## src/rtl/core/ptfp_pkg.sv

```systemverilog
// shared types and constants for the pixel to floor position block
package ptfp_pkg;

  localparam int ANG_W = 16;
  localparam logic [15:0] DEG90 = 16'd23040;
  localparam logic [15:0] DEG85 = 16'd21760;
  localparam logic [15:0] DEG180 = 16'd46080;
  localparam logic signed [33:0] GAIN_Q30 = 34'sd652032874;
  localparam int ATAN_COUNT = 24;
  localparam int CW = 34;
  localparam int ZW = 30;

  // register indexes
  localparam logic [2:0] REG_CENTER_COL = 3'd0;
  localparam logic [2:0] REG_CENTER_ROW = 3'd1;
  localparam logic [2:0] REG_DPP_H = 3'd2;
  localparam logic [2:0] REG_DPP_V = 3'd3;
  localparam logic [2:0] REG_HEIGHT = 3'd4;

  // atan(2^-i) in units of 2^-20 degree
  function automatic logic signed [ZW-1:0] atan_lut(input int i);
    logic signed [ZW-1:0] r;
    begin
      unique case (i)
        0: r = 30'sd47185920;  1: r = 30'sd27855475;  2: r = 30'sd14718068;
        3: r = 30'sd7471121;   4: r = 30'sd3750058;   5: r = 30'sd1876857;
        6: r = 30'sd938658;    7: r = 30'sd469357;    8: r = 30'sd234682;
        9: r = 30'sd117342;    10: r = 30'sd58671;    11: r = 30'sd29335;
        12: r = 30'sd14668;    13: r = 30'sd7334;     14: r = 30'sd3667;
        15: r = 30'sd1833;     16: r = 30'sd917;      17: r = 30'sd458;
        18: r = 30'sd229;      19: r = 30'sd115;      20: r = 30'sd57;
        21: r = 30'sd29;       22: r = 30'sd14;       23: r = 30'sd7;
        default: r = '0;
      endcase
      return r;
    end
  endfunction

  // item handed from front to back
  typedef struct packed {
    logic [15:0] polar;
    logic [15:0] az;
    logic signed [15:0] z;
    logic last;
  } ang_item_t;

endpackage

```

## src/rtl/core/ptfp_fifo.sv

```systemverilog
// short queue between front and back
module ptfp_fifo import ptfp_pkg::*; (
  input  logic clk,
  input  logic rst,
  input  logic wr_en,
  input  ang_item_t wr_item,
  input  logic rd_en,
  output logic rd_valid,
  output ang_item_t rd_item
);
  ang_item_t mem [4];
  logic [1:0] wp, rp;
  logic [2:0] count;

  assign rd_valid = count != 3'd0;
  assign rd_item = mem[rp];

  // pointers and count
  always_ff @(posedge clk) begin
    if (rst) begin
      wp <= '0;
      rp <= '0;
      count <= '0;
    end else begin
      if (wr_en) wp <= wp + 2'd1;
      if (rd_en && rd_valid) rp <= rp + 2'd1;
      count <= count + 3'(wr_en) - 3'(rd_en && rd_valid);
    end
  end

  // storage
  always_ff @(posedge clk) begin
    if (wr_en) mem[wp] <= wr_item;
  end

  a_no_overflow: assert property (@(posedge clk) disable iff (rst)
    count == 3'd4 |-> !wr_en || rd_en) else $error("queue overflow");
  a_count_range: assert property (@(posedge clk) disable iff (rst)
    count <= 3'd4) else $error("queue count out of range");
  a_ptr_gap: assert property (@(posedge clk) disable iff (rst)
    count[1:0] == wp - rp) else $error("queue pointers disagree with count");
endmodule

```

## config.mk

```make
export PLATFORM = sky130hd
export DESIGN_NAME = ptfp_fifo
export DESIGN_NICKNAME = d
export VERILOG_FILES = /design/src/rtl/core/ptfp_pkg.sv /design/src/rtl/core/ptfp_fifo.sv
export SDC_FILE = /design/constraint.sdc
export NUM_CORES = 1
export LEC_CHECK = 0
export BUFFER_PORTS_ARGS = -buffer_cell sky130_fd_sc_hd__buf_2
export CAP_MARGIN = 20
export CELL_PAD_IN_SITES_DETAIL_PLACEMENT = 1
export CELL_PAD_IN_SITES_GLOBAL_PLACEMENT = 2
export CORE_AREA = 3 3 163 165
export CTS_CLUSTER_SIZE = 10
export DETAILED_ROUTE_END_ITERATION = 6
export DIE_AREA = 0 0 166 168
export GPL_TIMING_DRIVEN = 0
export PLACE_DENSITY_LB_ADDON = 0.25
export RECOVER_POWER = 100
export SYNTH_ARGS = -nofsm -noshare
export SYNTH_HDL_FRONTEND = slang
export SYNTH_SLANG_ARGS = --single-unit
```

## constraint.sdc

```tcl
create_clock -name clk -period 4.2 [get_ports clk]
set_clock_uncertainty 0.15 [all_clocks]
set_input_delay 0.42 -clock clk [delete_from_list [all_inputs] [get_ports clk]]
set_output_delay 0.42 -clock clk [all_outputs]
set_load 0.01 [all_outputs]
```

==> metrics.txt <==
pin count of the biggest net entering global routing 50; GRT Residual Overflow 0; layout cells sized above 1 0.1918; worst-path maximum fanout 10; Final min period about 3100 ps; Most Crowded Layer GR met2; grt met3 use 0.02677; Yosys warnings 0; multi-input combinational cell area about 1400 um2; final setup vio count 0; Fillers about 2500; GP Congestion ~0.67; Num Clock Sinks between 200 and 250; Worst R2R Start wp[0]; final hold vios 0; period utilization 0.7468; crit path DAT between 2000 and 3000 ps; hold crit path type in2reg; Horiz. Die Dim 166 um; clock root buffer clkbuf_16; GR met1 Demand/Resource 0.1398; Ports just over 100; sequential power share 0.464; Slew @ Worst Pin 1498 ps; slew margin rel. 0.001085; initial antenna violation count 0; WHS Path Cells 3; cell count after synthesis between 300 and 400; hold endpoint wp[0]; Die Span Y approximately 170 um; Max-cap violations 1; setup_tns 0 ps; Synth Register Bits 205; Final Max Tran Viols 0; Reg2Reg Depth 2; Sw Share 0.2383; cells along the critical path buf_6 > clkbuf_1 > buf_12 > mux4_2 > clkbuf_1; violated checks capacitance limit; cell mode on critical path clkbuf_1; setup bufs post-CTS 0; Vias around 3600; DR pass1 iterations 4; hold_ws between 100 and 150 ps; Worst setup SP type register; Comb power frac 0.180; Crit. path cell count 5; post-synthesis sequential area ratio 0.8021; worst r2r dst mem[3][44]; GRT Resource Usage Total 0.1082; Total Wirelength approximately 15000 um; I/O Buffers between 100 and 150; M2 GR Usage 0.1854; die area between 20000 and 30000 um2; area grow syn2layout 26.03%; Initial Util 0.3003; post-route ant nets 0; post-cts repair resize count 0; hpwl dp about 8500 um; Power Density 543.4 nW/um2; H-tree depth 1; Power Total roughly 5.2 mW; register area approximately 6100 um2; Worst path max stage delay 730 ps; outcome finished, violations left; # rows between 50 and 60; required time worst endpoint roughly 3600 ps; clk slew on worst S/H paths around 50 ps; critical path's slowest cell clkbuf_1; drt via density around 4.4; r2r setup slk approximately 1900 ps; Core Area between 20000 and 30000 um2; # DRC 0; starting DRC count in detailed routing 155; commonest non-fill, non-tap cell in the layout edfxtp_1; vias in the first global route about 4100; hold_sp wr_en; synthesized area per cell ~25 um2; cell area after synthesis ~7600 um2; clock buffer depth 3; clock power share 0.356; Final nets about 540; RSZ-0062 raised after global routing no; global-route wire length before repair between 20000 and 25000 um; Crit. End Element primary output; Fmax around 320 MHz; CP top delay family buffers and inverters; sw power 1.234 mW; syn_nets about 360; WS Path Type reg2out; Worst Path Buf+Inv 4; number of buffers created by CTS 24; Clk Latency, worst-skew pair about 490 ps; Internal around 4 mW; hold_buf cts a little under 50; wire per inst approximately 19 um; CTS tree done; Yosys cell types 23; worst vdd ir ~220 uV; most frequent cells in the layout edfxtp_1, clkbuf_1, dlygate4sd3_1; static leakage between 3 and 4 nW
-- per-layer routing --
| layer | vias up | routed length (um) |
|---|---|---|
| li1 | 1625 | - |
| met1 | 1863 | 6514 |
| met2 | 98 | 7513 |
| met3 | 26 | 796 |
| met4 | 0 | 347 |
| met5 | - | 0 |
-- synthesized netlist by cell type, drive strengths merged --
cell	n	share of area
xnor2	1	0.0012
fa	1	0.0026
mux2i	1	0.0013
buf	11	0.013
xor3	1	0.0031
and2	4	0.0033
o31a	1	0.0012
mux2	3	0.0045
or3	1	0.00083
dfxtp	9	0.024
mux4	49	0.15
nor2	5	0.0025
clkbuf	1	0.00050
inv	6	0.0030
edfxtp	196	0.78
ha	6	0.0099
o311ai	1	0.0012
nor2b	4	0.0033
-- cells by family (layout without fill, tap and decap cells) --
| logic type | after synthesis | count (layout) | share of synthesized area |
|---|---|---|---|
| other cells | 0 | 1 | 0 |
| xor+xnor | 2 | 2 | 0.004302 |
| flops | 205 | 205 | 0.8021 |
| compound gates | 2 | 2 | 0.002317 |
| fa+ha+maj | 7 | 7 | 0.01257 |
| mux | 53 | 53 | 0.1527 |
| simple gates | 14 | 14 | 0.009927 |
| buf+inv | 18 | 202 | 0.01605 |
-- worst max-delay path by stage --
stage             start          end  slack (ps)
2_1_floorplan     wp[0]    mem[2][0]        1930
3_3_place_gp      wr_en    mem[1][4]         660
3_5_place_dp   register  rd_item[42]        1980
4_1_cts        register  rd_item[42]        1450
5_1_grt        register  rd_item[40]         830
6_report       register  rd_item[47]        1060
-- power by group through the flow --
stage | combinational (mW) | clock (mW) | sequential (mW)
after CTS | 1.03 | 1.92 | 2.40
after global placement | 0.969 | 0 | 2.44
final | 0.931 | 1.85 | 2.40
after detailed placement | 0.989 | 0 | 2.44
after global routing | 1.03 | 1.99 | 2.41
after floorplan | 0.638 | 0 | 2.43
-- area by class of cell --
class,instances,share of cell area
Sequential cell,205,0.6365
Multi-Input combinational cell,78,0.1448
Timing Repair Buffer,150,0.09216
Clock buffer,33,0.06879
Tap cell,330,0.04332
Buffer,12,0.008665
Clock inverter,1,0.003151
Inverter,6,0.002363
Antenna cell,1,0.0002626
-- sequential cells by signal, summed over array words and instances, names as in the netlist, named ones only --
register,count
wp,2
count,3
rp,2
mem,196
-- stage by stage --
step           setup slack [ps]  instances  instance area [um2]    util
3_3_place_gp              661.8        732                 8481  0.3368
6_report                   1064        816                 9530  0.3785
5_1_grt                   830.3        815                 9528  0.3784
4_1_cts                    1448        815                 9667  0.3839
2_1_floorplan              1926        301                 7562       -
3_5_place_dp               1983        732                 8491  0.3372
-- worst min-delay path, stage by stage --
cell,delay [ps]
buf_2,160
xnor2_1,90
nor2_1,70
No activity file was read; power rests on OpenSTA's default activity.
