`src/rtl/core/ptfp_pkg.sv`:
```
// shared types and constants for the pixel to floor position block
package ptfp_pkg;

  localparam int ANG_W = 16;
  localparam logic [15:0] DEG90 = 16'd23040;
  localparam logic [15:0] DEG85 = 16'd21760;
  localparam logic [15:0] DEG180 = 16'd46080;
  localparam logic signed [33:0] GAIN_Q30 = 34'sd652032874;
  localparam int ATAN_COUNT = 24;
  localparam int CW = 34;
  localparam int ZW = 30;

  // register indexes
  localparam logic [2:0] REG_CENTER_COL = 3'd0;
  localparam logic [2:0] REG_CENTER_ROW = 3'd1;
  localparam logic [2:0] REG_DPP_H = 3'd2;
  localparam logic [2:0] REG_DPP_V = 3'd3;
  localparam logic [2:0] REG_HEIGHT = 3'd4;

  // atan(2^-i) in units of 2^-20 degree
  function automatic logic signed [ZW-1:0] atan_lut(input int i);
    logic signed [ZW-1:0] r;
    begin
      unique case (i)
        0: r = 30'sd47185920;  1: r = 30'sd27855475;  2: r = 30'sd14718068;
        3: r = 30'sd7471121;   4: r = 30'sd3750058;   5: r = 30'sd1876857;
        6: r = 30'sd938658;    7: r = 30'sd469357;    8: r = 30'sd234682;
        9: r = 30'sd117342;    10: r = 30'sd58671;    11: r = 30'sd29335;
        12: r = 30'sd14668;    13: r = 30'sd7334;     14: r = 30'sd3667;
        15: r = 30'sd1833;     16: r = 30'sd917;      17: r = 30'sd458;
        18: r = 30'sd229;      19: r = 30'sd115;      20: r = 30'sd57;
        21: r = 30'sd29;       22: r = 30'sd14;       23: r = 30'sd7;
        default: r = '0;
      endcase
      return r;
    end
  endfunction

  // item handed from front to back
  typedef struct packed {
    logic [15:0] polar;
    logic [15:0] az;
    logic signed [15:0] z;
    logic last;
  } ang_item_t;

endpackage

```
`src/rtl/core/ptfp_front.sv`:
```
// front: pixel offset to clamped Q8.8 angles, one item per cycle
module ptfp_front import ptfp_pkg::*; #(
  parameter int PIXEL_BITS = 12
) (
  input  logic clk,
  input  logic rst,
  input  logic in_valid,
  input  logic [PIXEL_BITS-1:0] pixel_col,
  input  logic [PIXEL_BITS-1:0] pixel_row,
  input  logic frame_last,
  input  logic [PIXEL_BITS-1:0] center_col,
  input  logic [PIXEL_BITS-1:0] center_row,
  input  logic [15:0] deg_per_px_h,
  input  logic [15:0] deg_per_px_v,
  input  logic signed [15:0] height_offset,
  output logic out_valid,
  output ang_item_t out_item
);
  localparam int PW = PIXEL_BITS + 16;

  logic s1_valid;
  logic s1_neg_v, s1_neg_h, s1_last;
  logic [PW-1:0] s1_pv, s1_ph;
  logic signed [15:0] s1_z;
  logic [PIXEL_BITS-1:0] dv, dh;
  logic [PW-8:0] mv, mh;
  logic signed [PW-6:0] pol_raw, az_raw;
  logic [15:0] pol_c, az_c;

  // pixel distance magnitudes
  always_comb begin
    dv = (pixel_row < center_row) ? center_row - pixel_row : pixel_row - center_row;
    dh = (pixel_col < center_col) ? center_col - pixel_col : pixel_col - center_col;
  end

  // stage 1: multiply
  always_ff @(posedge clk) begin
    if (rst) begin
      s1_valid <= 1'b0;
    end else begin
      s1_valid <= in_valid;
    end
    s1_pv <= PW'(dv) * PW'(deg_per_px_v);
    s1_ph <= PW'(dh) * PW'(deg_per_px_h);
    s1_neg_v <= pixel_row < center_row;
    s1_neg_h <= pixel_col < center_col;
    s1_last <= frame_last;
    s1_z <= height_offset;
  end

  // round, apply sign and clamp; a polar angle of exactly 90 degrees becomes 85
  always_comb begin
    mv = (PW-7)'((PW+1)'(s1_pv) + (PW+1)'(128) >> 8);
    mh = (PW-7)'((PW+1)'(s1_ph) + (PW+1)'(128) >> 8);
    pol_raw = s1_neg_v ? $signed((PW-5)'(DEG90)) - $signed({1'b0, mv})
                       : $signed((PW-5)'(DEG90)) + $signed({1'b0, mv});
    az_raw = s1_neg_h ? $signed((PW-5)'(DEG90)) + $signed({1'b0, mh})
                      : $signed((PW-5)'(DEG90)) - $signed({1'b0, mh});
    if (pol_raw < 0) pol_c = '0;
    else if (pol_raw > $signed((PW-5)'(DEG180))) pol_c = DEG180;
    else pol_c = pol_raw[15:0];
    if (pol_c == DEG90) pol_c = DEG85;
    if (az_raw < 0) az_c = '0;
    else if (az_raw > $signed((PW-5)'(DEG180))) az_c = DEG180;
    else az_c = az_raw[15:0];
  end

  // stage 2: registered item
  always_ff @(posedge clk) begin
    if (rst) begin
      out_valid <= 1'b0;
    end else begin
      out_valid <= s1_valid;
    end
    out_item.polar <= pol_c;
    out_item.az <= az_c;
    out_item.z <= s1_z;
    out_item.last <= s1_last;
  end
endmodule

```
`config.mk`:
```
export PLATFORM = sky130hd
export DESIGN_NAME = ptfp_front
export DESIGN_NICKNAME = d
export VERILOG_FILES = /design/src/rtl/core/ptfp_pkg.sv /design/src/rtl/core/ptfp_front.sv
export SDC_FILE = /design/constraint.sdc
export NUM_CORES = 1
export LEC_CHECK = 0
export ABC_AREA = 1
export ABC_CLOCK_PERIOD_IN_PS = 7380
export BUFFER_PORTS_ARGS = -buffer_cell sky130_fd_sc_hd__buf_2
export CAP_MARGIN = 20
export CORE_MARGIN = 2
export CORE_UTILIZATION = 57
export DETAILED_ROUTE_END_ITERATION = 12
export GPL_TIMING_DRIVEN = 0
export PLACE_DENSITY = 0.88
export SETUP_SLACK_MARGIN = 0.3
export SLEW_MARGIN = 40
export SYNTH_ARGS = -nofsm -noshare
export SYNTH_HDL_FRONTEND = slang
export SYNTH_SLANG_ARGS = --single-unit
```
`constraint.sdc`:
```
create_clock -name clk -period 7.38 [get_ports clk]
set_input_delay 1.476 -clock clk [delete_from_list [all_inputs] [get_ports clk]]
set_output_delay 1.476 -clock clk [all_outputs]
set_load 0.02 [all_outputs]
```
==> results of run 1 <==
## area by class of cell
| type | instances | area (µm²) |
|---|---|---|
| inverter | 620 | 2380 |
| multi-input combinational | 2003 | 17000 |
| timing repair buffer | 277 | 1940 |
| clock inverter | 7 | 87.6 |
| fill | 2317 | 9770 |
| buffer | 62 | 473 |
| tap | 455 | 569 |
| sequential | 112 | 2240 |
| clock buffer | 9 | 225 |
## flip-flops by register name, summed over array words and instances, names as in the netlist
| signal | cells |
|---|---|
| s1_z | 16 |
| s1_pv | 21 |
| s1_neg_h | 1 |
| out_valid | 1 |
| s1_last | 1 |
| s1_ph | 21 |
| out_item | 49 |
| s1_valid | 1 |
| s1_neg_v | 1 |
## stage by stage
stage	utilization [%]	instance area, µm²
2_1_floorplan	-	20500
4_1_cts	68.1	23600
6_report	71.8	24900
3_3_place_gp	62.5	21700
3_5_place_dp	62.5	21700
5_1_grt	71.8	24900
## timing repair
item | in CTS | in global routing
hold buffers | 0 | 0
cloned | 4 | 0
pin swaps | 102 | 139
gates resized for setup | 218 | 236
setup buffers | 90 | 56
endpoints found under the setup margin | 33 | 31
## worst max-delay path by stage
stage	to	depth (start not counted)
after floorplan	s1_pv[27]	33
after global placement	s1_pv[27]	34
after detailed placement	s1_pv[27]	34
after CTS	s1_pv[27]	34
after global routing	s1_ph[24]	31
final	s1_ph[24]	33
## cells in the mapped netlist (2+ instances only)
| master | n | area, µm² |
|---|---|---|
| inv_2 | 14 | 52.6 |
| inv_1 | 605 | 2270 |
| a21oi_2 | 2 | 17.5 |
| nor3_2 | 5 | 50.1 |
| xnor2_1 | 16 | 140 |
| nand4_1 | 34 | 213 |
| nand2_1 | 699 | 2620 |
| o21ai_0 | 68 | 340 |
| xor2_1 | 71 | 622 |
| nand2_2 | 23 | 144 |
| nor4_1 | 5 | 31.3 |
| o21ai_1 | 11 | 55.1 |
| clkbuf_1 | 36 | 135 |
| a21boi_0 | 2 | 15.0 |
| o21a_1 | 4 | 30.0 |
| or2_2 | 3 | 18.8 |
| nor2_8 | 2 | 40.0 |
| o21bai_1 | 12 | 90.1 |
| o21bai_2 | 2 | 22.5 |
| a31oi_1 | 10 | 62.6 |
| nand3_1 | 105 | 526 |
| nand2_4 | 3 | 33.8 |
| a21oi_1 | 93 | 465 |
| mux2i_1 | 3 | 30.0 |
| or2_1 | 3 | 18.8 |
| nand3_2 | 7 | 70.1 |
| o2111ai_1 | 3 | 26.3 |
| a311oi_1 | 2 | 17.5 |
| nor2_2 | 18 | 113 |
| ha_1 | 180 | 2250 |
| fa_1 | 282 | 5650 |
| nor2_4 | 15 | 169 |
| nand3b_1 | 6 | 45.0 |
| dfxtp_1 | 112 | 2240 |
| nand3_4 | 2 | 35.0 |
| a21o_1 | 10 | 75.1 |
| buf_2 | 8 | 40.0 |
| o211ai_1 | 3 | 22.5 |
| buf_1 | 16 | 60.1 |
| nor3_1 | 22 | 110 |
| a221oi_1 | 4 | 35.0 |
| nor2_1 | 258 | 968 |
## cell families after synthesis
logic type                 share of synthesized area [%]
and+or+nand+nor                                     26.1
AOI/OAI and AO/OA                                   6.72
xor gates and xnor gates                            3.99
muxes                                              0.149
DFF                                                 11.1
adders and majority gates                           39.1
buffers and inverters                               12.8
## worst max-delay path, delay by kind of cell
kind            cells  cell delay, ns
compound gates      2            0.42
xor+xnor            1            0.17
fa+ha+maj           6            2.69
buf+inv            12            1.55
simple gates       12            1.64
## routing by layer
layer	vias to the layer above	wire length [µm]	share of wire [%]
li1	9027	-	-
met1	9371	22700	36
met2	1530	29200	46
met3	491	7160	11
met4	0	4720	7.4
met5	-	0	0
==> flow_metrics.tcl, run 1 <==
set metrics [dict create \
    ys_warn_count 0 \
    rrSetupSlack_ns 4.12 \
    grt_max_degree 21 \
    holdPathStages 0 \
    final_cells 3545 \
    fp.dieH_um 192 \
    path_class "in -> reg" \
    rsz0062_at_grt "yes" \
    ys_ff_latch 112 \
    slowest_delay_ns 0.58 \
    syn_avg_cell_area_um2 7.21 \
    cpMaxStageDelayCell "fa_1" \
    first_pass_iters 8 \
    routed_via_density 5.76 \
    hold_path_class "reg -> reg" \
    core_area_mm2 0.0347 \
    ys_seq_area_share_pct 11.1 \
    fin_crit_ns 7.70 \
    worstPathArrival_ns 7.98 \
    syn_inst 2797 \
    drc 0 \
    start_util_pct 58.1 \
    io_buffers 127 \
    clockBufferDepth 2 \
    drive_above_1_share_pct 23.7 \
    rows 68 \
    synth_cell_types 60 \
    hold_viol_final 0 \
    setup.worst_path.start "pixel_col[2]" \
    syn2layout_area_growth_pct 23.6 \
    gp_congestion 0.978 \
    worst_slack_ns -0.317 \
    layout.cells.most_common "nand2_1" \
    r2r_end "out_item[25]" \
    endpoint_kind "flip-flop" \
    synthArstFlopShare_pct 0 \
    dpl.cell_count 3379 \
    cts_root_buf "clkbuf_16" \
    cts_buffers 9 \
    outcome "finished, violations left" \
    synthFlopType "dfxtp_1" \
    avgRoutedWirePerCell_um 18.0 \
    worstHoldEndpoint "out_item[1]" \
    crit_required_ns 7.66 \
    clock_latency_ns 0.35 \
    finClkSkew_ns 0.0120 \
    fin_nets 3647 \
    max_slew_margin_pct 47.8 \
    min_from "s1_z[0]" \
    max_freq_ghz 0.130 \
    cp-start-kind "input port" \
    setup_viol 17 \
    ant_nets 0 \
    syn_area_mm2 0.0202 \
    grt_use_met3_pct 5.30 \
    busiest_layer "met2" \
    clkTransAtPathRegs_ns 0.07 \
    antenna_found_initial 0 \
    cap_violations 0 \
    finalCritPeriodShare_pct 104 \
    hold_ws_ns 0.329 \
    finalMaxSlewViolations 0 \
    layout_common_cells "nand2_1 (639), inv_1 (557), fa_1 (268)" \
    grtUsageMet2_pct 52.1 \
    die-area_mm2 0.0369 \
    grt_pass1_wl_mm 88.3 \
    cts_tree "built" \
    finalSetupTns_ns -2.03 \
    overflow 0 \
    worstRegToRegCells 20 \
    grt_pass1_vias 19341 \
    drt_wl_total_mm 63.7 \
    num_io_pins 150 \
    r2r-start "s1_ph[7]" \
    drt_iter0_markers 2051 \
    dpl_worst_slack_ns -0.799 \
    synth.net_count 3359 \
    synth-edff-count 0 \
    vias 20419 \
    grtUsageMet1_pct 35.3 \
    cp_max_fo 10 \
    diodes 0 \
    grt_usage_pct 29.5 \
    fp.dieW_um 192 \
    hpwl_mm 41.8 \
    clock_sinks 112 \
    worst_slew_pin_slew_ns 0.783 \
    violations "negative setup slack" \
    ctsHtreeMaxLevel 3 \
]
Power of run 1 is left out: the tool's default activity adds up to more than one toggle a clock period on the data nets, which glitch-free logic cannot reach.
==> run 2, diff against run 1 <==
--- a/config.mk
+++ b/config.mk
@@ -10,10 +10,10 @@
 export BUFFER_PORTS_ARGS = -buffer_cell sky130_fd_sc_hd__buf_2
 export CAP_MARGIN = 20
 export CORE_MARGIN = 2
-export CORE_UTILIZATION = 57
+export CORE_UTILIZATION = 25
 export DETAILED_ROUTE_END_ITERATION = 12
 export GPL_TIMING_DRIVEN = 0
-export PLACE_DENSITY = 0.88
+export PLACE_DENSITY = 0.5
 export SETUP_SLACK_MARGIN = 0.3
 export SLEW_MARGIN = 40
 export SYNTH_ARGS = -nofsm -noshare
==> run 2 against run 1 <==
  * The flow now finishes without violations
  * Sequential share of layout area down 0.13 points
  * Non-clock buffer count fell by 18
  * Routed wire length fell by 12%
  * Final cell count grew 17%
  * Flip-flop and latch count stayed put
  * Critical path depth rose by 3
  * Global-route usage is 16 points lower
==> flow_metrics.tcl, run 2 (synthesized netlist as in run 1, its figures left out) <==
set metrics [dict create \
    fp.dieW_um 288 \
    cts_tree "built" \
    routed_via_density 4.27 \
    ctsHtreeMaxLevel 3 \
    first_pass_iters 5 \
    crit_required_ns 7.67 \
    grtUsageMet2_pct 22.3 \
    busiest_layer "met2" \
    path_class "in -> reg" \
    worst_slack_ns 0.155 \
    grt_pass1_vias 17762 \
    fp.dieH_um 288 \
    finClkSkew_ns 0.0144 \
    antenna_found_initial 5 \
    drt_wl_total_mm 56.0 \
    worstPathArrival_ns 7.52 \
    fin_nets 3630 \
    reg_top3 "out_item: 49 flops, s1_ph: 21 flops, s1_pv: 21 flops" \
    max_freq_ghz 0.138 \
    ant_nets 0 \
    r2r-start "s1_ph[7]" \
    outcome "completed" \
    clock_sinks 112 \
    grt_max_degree 19 \
    finalMaxSlewViolations 0 \
    top_register "out_item" \
    drive_above_1_share_pct 21.8 \
    fin_crit_ns 7.22 \
    holdPathStages 0 \
    rsz0062_at_grt "yes" \
    hold_path_class "reg -> reg" \
    gp_congestion 0.874 \
    endpoint_kind "flip-flop" \
    syn2layout_area_growth_pct 25.4 \
    clockBufferDepth 2 \
    cp_max_fo 5 \
    r2r_end "out_item[22]" \
    vias 17653 \
    die-area_mm2 0.0830 \
    hpwl_mm 46.5 \
    rrSetupSlack_ns 4.02 \
    layout_common_cells "nand2_1 (654), inv_1 (563), fa_1 (273)" \
    cpMaxStageDelayCell "fa_2" \
    overflow 0 \
    cts_buffers 9 \
    finalCritPeriodShare_pct 97.9 \
    slowest_delay_ns 0.54 \
    clock_latency_ns 0.37 \
    grt_usage_pct 13.4 \
    drt_iter0_markers 718 \
    avgRoutedWirePerCell_um 13.5 \
    start_util_pct 25.2 \
    rows 104 \
    core_area_mm2 0.0802 \
    max_slew_margin_pct 54.3 \
    worst_slew_pin_slew_ns 0.685 \
    layout.cells.most_common "nand2_1" \
    cts_root_buf "clkbuf_16" \
    worstRegToRegCells 20 \
    setup_viol 0 \
    dpl_worst_slack_ns -1.00 \
    worstHoldEndpoint "out_item[9]" \
    min_from "s1_z[8]" \
    io_buffers 127 \
    hold_viol_final 0 \
    design_area_mm2 0.0253 \
    grt_pass1_wl_mm 90.3 \
    num_io_pins 150 \
    grt_use_met3_pct 1.44 \
    cap_violations 0 \
    clkTransAtPathRegs_ns 0.07 \
    grtUsageMet1_pct 18.7 \
    cp-start-kind "input port" \
    drc 0 \
    postPlaceCellArea_mm2 0.0225 \
    largest_reg_flops 49 \
    cts_hold_buffers 0 \
]
[run 2: cell count changes in the layout (fill, tap and decap cells not counted), moves of 9 or more]
cell and delta:
nand2_2 -17, nand2_1 +15, inv_2 -9, ha_1 +15
buf_4 -17, ha_4 -14
[run 2: worst max-delay path, delay by kind of cell]
family / cells / cell delay, ns
AOI/OAI and AO/OA: 4 / 0.66
and+or+nand+nor: 10 / 0.91
adders and majority gates: 8 / 3.23
xor gates and xnor gates: 2 / 0.35
buffers and inverters: 11 / 0.76
muxes: 1 / 0.11
[run 2: layer usage]
| layer | up-vias | wire (µm) |
|---|---|---|
| met5 | - | 22 |
| met3 | 41 | 2210 |
| met2 | 318 | 25900 |
| li1 | 8987 | - |
| met1 | 8303 | 27100 |
| met4 | 4 | 783 |
[run 2: final cells by class]
type	count	area, µm²
Inverter	620	2390
Tap cell	1060	1330
Fill cell	8684	54900
Clock inverter	6	67.6
Timing Repair inverter	1	8.76
Multi-Input combinational cell	2003	16800
Antenna cell	2	5.00
Clock buffer	10	239
Sequential cell	112	2240
Buffer	62	508
Timing Repair Buffer	259	1750
[run 2: how the worst max path moves through the flow]
stage | start | to | slack, ns | cells past startpoint
2_1_floorplan | pixel_row[0] | s1_pv[27] | 0.14 | 33
3_3_place_gp | pixel_col[2] | s1_ph[27] | -0.99 | 35
3_5_place_dp | pixel_row[0] | s1_pv[27] | -1.00 | 34
4_1_cts | pixel_row[0] | s1_pv[27] | 0.22 | 34
5_1_grt | center_row[0] | s1_pv[27] | -0.05 | 35
6_report | center_row[0] | s1_pv[26] | 0.16 | 36
[run 2: repair_timing]
| item | in CTS | in global routing |
|---|---|---|
| pin swaps | 92 | 120 |
| setup buffers | 84 | 43 |
| endpoints found under the setup margin | 36 | 32 |
| gates cloned | 5 | 1 |
| gates resized for setup | 210 | 190 |
[run 2: stage by stage]
step | instances | utilization (%) | TNS [ns] | hold slack [ns]
after floorplan | 2797 | - | 0 | 0.310
after global placement | 3984 | 28.0 | -23.53 | 0.310
after detailed placement | 3984 | 28.0 | -23.99 | 0.312
after CTS | 4089 | 30.3 | 0 | 0.328
after global routing | 4135 | 31.6 | -0.105 | 0.326
final | 4135 | 31.6 | 0 | 0.326
Power of run 2 is left out for the same reason.
